## src/hw/rtl/crfm_ram.sv

```systemverilog
// ----------------------------------------------------------------------------
// crfm_ram
// Simple dual-port RAM: one write port, one read port with registered data.
// ----------------------------------------------------------------------------
`default_nettype none

module crfm_ram #(
   parameter int WIDTH = 64,
   parameter int DEPTH = 32
) (
   input  wire logic                     clock,
   input  wire logic                     we,
   input  wire logic [$clog2(DEPTH)-1:0] waddr,
   input  wire logic [WIDTH-1:0]         wdata,
   input  wire logic [$clog2(DEPTH)-1:0] raddr,
   output logic      [WIDTH-1:0]         rdata
);

   logic [WIDTH-1:0] mem [DEPTH];

   always_ff @(posedge clock) begin
      if (we) begin
         mem[waddr] <= wdata;
      end
      rdata <= mem[raddr];
   end

endmodule

`default_nettype wire

```

## config.mk

```make
export PLATFORM = sky130hd
export DESIGN_NAME = crfm_ram
export DESIGN_NICKNAME = d
export VERILOG_FILES = /design/src/hw/rtl/crfm_ram.sv
export SDC_FILE = /design/constraint.sdc
export NUM_CORES = 2
export LEC_CHECK = 0
export ABC_CLOCK_PERIOD_IN_PS = 7900
export BUFFER_PORTS_ARGS = -buffer_cell sky130_fd_sc_hd__buf_2
export CORE_MARGIN = 1.5
export CORE_UTILIZATION = 55
export DETAILED_ROUTE_END_ITERATION = 16
export GPL_TIMING_DRIVEN = 0
export HOLD_SLACK_MARGIN = 0.03
export PLACE_DENSITY = 0.71
export SLEW_MARGIN = 20
export SYNTH_ARGS = -nofsm -noshare
export SYNTH_HDL_FRONTEND = slang
export SYNTH_SLANG_ARGS = --single-unit
```

## constraint.sdc

```tcl
create_clock -name clock -period 7.9 [get_ports clock]
set_input_delay 1.975 -clock clock [delete_from_list [all_inputs] [get_ports clock]]
set_output_delay 1.975 -clock clock [all_outputs]
set_load 0.1 [all_outputs]
```

==> run_results.csv <==
group,metric,value,unit
grt,gr-usage-all-layers,29.40,%
grt,grt.overflow.total,0,
die,rows,138,
cts,cts_tree,"yes",
pwr,cellPowerDensity,256.3,nW/µm²
routing,wirelength,211700,µm
worst_hold_path,hold_class,"flip-flop to flip-flop",
worst_setup_path,setup.worst_path.start,"raddr[3]",
yosys,synth_compound_area_share,0.4658,%
pwr,seqPwrFrac,53.0,%
yosys,ys_warn_count,0,
pwr,internal_power,18.38,mW
sta,slew_viol_final,0,
routing,drc,0,
routing,first_pass_iters,5,
sta,setup_viol_count_final,0,
die,ios,140,
die,coreArea,141900,µm²
worst_setup_path,cp_slowest_cell,"clkbuf_1",
flow_run,cap_viol_max_count,0,
sta,setup_ws,3.445,ns
grt,grt_pass1_wl,294300,µm
worst_setup_path,cp-endpoint,"rdata[28]$_DFF_P_",
die,die_area,145900,µm²
cts,cts-resized-gates,0,
placement,preCtsSetupSlack,2.704,ns
final_layout,final_cells,5645,
pwr,total_power,23.62,mW
worst_setup_path,crit_type,"primary input to flip-flop",
routing,vias_per_cell,6.823,
worst_setup_path,path_cells,"buf_2 -> buf_2 -> clkbuf_1 -> clkbuf_1 -> mux2_2",
yosys,synth_cell_types,31,
worst_setup_path,cp_slowest_stage_delay,0.94,ns
sta,relSlewSlack,18.63,%
placement,dp.cells,5263,
placement,place_congestion,0.7508,
final_layout,areaGrowthSynthToFinish,16.69,%
yosys,synth-simple-area-share,0.3787,%
cts,clockBufferDepth,3,
final_layout,final-seq-area,62780,µm²
die,start_util,55.64,%
grt,grt_pass1_vias,39010,
placement,port_buffers,135,
grt,antenna_found_initial,19,
routing,postRouteAntennaNets,0,
sta,period_minus_slack,4.455,ns
worst_setup_path,worstRegToRegCells,3,
cts,path_clk_slew,0.06,ns
yosys,synth_nets,3173,
yosys,synth_adder_area_share,0,%
pwr,p_sw_share,22.16,%
grt,grt_max_degree,33,
sta,finalSetupTns,0,ns
sta,hold_ws,0.7562,ns
worst_setup_path,regToRegSetupSlack,5.95,ns
yosys,syn_area,78960,µm²
pwr,combPwrFrac,6.5,%
pwr,leakage,29.07,nW
worst_setup_path,rr_startpoint,"mem[3][45]$_DFFE_PP_",
placement,dpl.hpwl,133100,µm
cts,ctsRootBufferMaster,"clkbuf_16",
final_layout,final_util,64.92,%
sta,finalClockSkew,0.02460,ns
cts,cts.htree.levels,4,
sta,finalCritPeriodShare,56.39,%
worst_setup_path,worst_setup_path_end_kind,"flip-flop",
worst_setup_path,timing.rr.end,"rdata[45]$_DFF_P_",
cts,cts_hold_buf,0,
yosys,synthMuxAreaShare,18.71,%
sta,max_freq,224.5,MHz
cts,postCtsSetupRepairBufs,0,
worst_setup_path,critPathLaunchType,"primary input",
final_layout,multi_input_area,15680,µm²
yosys,synthXorXnorAreaFrac,0,%
yosys,ys_seq_area_share,79.50,%
worst_setup_path,critPathMaxFanout,10,
final_layout,final_cell_mix,"2048 x edfxtp_1, 602 x mux4_2, 202 x buf_2",
pwr,power.share.clock,40.5,%
worst_setup_path,required,8.60,ns
pwr,ir_drop,0.2503,mV
yosys,syn-instance-count,3097,
pwr,switchingPower,5.234,mW
status,outcome,"finished clean",
routing,initialDrtViolationCount,6115,
routing,vias,38510,
cts,cts-buffers-inserted,198,
placement,post_dp_cell_area,85580,µm²
sta,rsz0062_at_grt,"false",
final_layout,fin_area,92140,µm²
final_layout,mostFrequentLayoutCell,"edfxtp_1",
worst_setup_path,arrival,5.15,ns
yosys,synth_seq_cells,2112,
final_layout,n_fill_cell,8722,
cts,clk_latency,0.84,ns
die,die_x,381.9,µm
final_layout,fin_nets,3650,
yosys,avgSynthCellArea,25.50,µm²
routing,detail_route.wl_per_cell,37.51,µm
die,dieHeight,381.9,µm
cts,cts.sinks,2112,
sta,hold_viol,0,
yosys,synth_top_family_by_area,"multiplexers",
final_layout,drive_gt1_share,36.61,%
sta,tightestPinTransition,1.221,ns
==> logic make-up (layout without fill, tap and decap cells) <==
logic type / after synthesis / in the layout
AO/OA/AOI/OAI: 50 / 50
buffers and inverters: 157 / 808
flip-flops: 2112 / 2112
multiplexers: 714 / 714
other: 0 / 7
AND/OR/NAND/NOR: 64 / 64
==> power groups by stage <==
stage | Combinational [mW] | Clock [mW] | Sequential (mW)
final | 1.53 | 9.58 | 12.5
after global routing | 1.58 | 10.0 | 12.5
after CTS | 1.53 | 9.64 | 12.5
after detailed placement | 1.52 | 0 | 12.7
after global placement | 1.43 | 0 | 12.8
after floorplan | 0.625 | 0 | 13.1
==> layer usage <==
layer	global-route usage, %	vias to the layer above	routed length, µm
met5	0	-	94
met1	41.21	20460	75430
met2	46.02	3032	102100
li1	-	14470	-
met3	6.306	535	25620
met4	11.24	14	8552
==> cell usage after synthesis <==
library cell,number,share of area (%)
buf_4,14,0.13
o22ai_1,10,0.079
buf_6,3,0.043
mux2i_1,38,0.48
o211ai_1,3,0.029
and2_1,3,0.024
edfxtp_1,2048,78
clkbuf_1,55,0.26
mux2_2,74,1.1
or3_1,1,0.0079
mux4_2,602,17
dfxtp_1,64,1.6
inv_2,1,0.0047
or3b_2,2,0.022
nand2b_1,2,0.016
nor2_1,41,0.19
o21ai_0,9,0.057
o221ai_1,3,0.033
a22oi_1,3,0.029
o2bb2ai_1,3,0.033
and2_0,1,0.0079
buf_1,19,0.090
o31a_1,3,0.033
a221oi_1,12,0.13
nand2_1,3,0.014
a22o_1,1,0.011
a211oi_1,3,0.029
nand3b_1,5,0.048
buf_2,65,0.41
nand3_1,2,0.013
nor2b_1,4,0.032
==> sequential cells by signal, indices dropped and copies added (netlist names) <==
register	cells
mem	2048
rdata	64
==> worst max-delay path: cells and delay by family <==
| kind | cells | cell delay [ns] |
|---|---|---|
| buffers and inverters | 4 | 2.66 |
| multiplexers | 1 | 0.48 |
==> worst min-delay path by stage <==
stage	end	slack (ns)	start	cells past startpoint
floorplan	rdata[25]$_DFF_P_	0.72	mem[20][25]$_DFFE_PP_	4
global placement	rdata[13]$_DFF_P_	0.79	mem[4][13]$_DFFE_PP_	3
detailed placement	rdata[13]$_DFF_P_	0.75	mem[4][13]$_DFFE_PP_	3
CTS	rdata[13]$_DFF_P_	0.76	mem[4][13]$_DFFE_PP_	3
global route	rdata[34]$_DFF_P_	0.84	mem[4][34]$_DFFE_PP_	3
finish	rdata[13]$_DFF_P_	0.76	mem[4][13]$_DFFE_PP_	3
==> layout make-up <==
cell class	instances	share of cell area, %
sequential	2112	68.13
multi-input combinational	828	17.02
clock buffer	277	5.950
timing repair buffer	277	4.353
tap	1890	2.566
clock inverter	97	1.131
buffer	156	0.8243
antenna	7	0.01901
inverter	1	0.004074
Note: power is estimated with default switching activity, not from simulation.
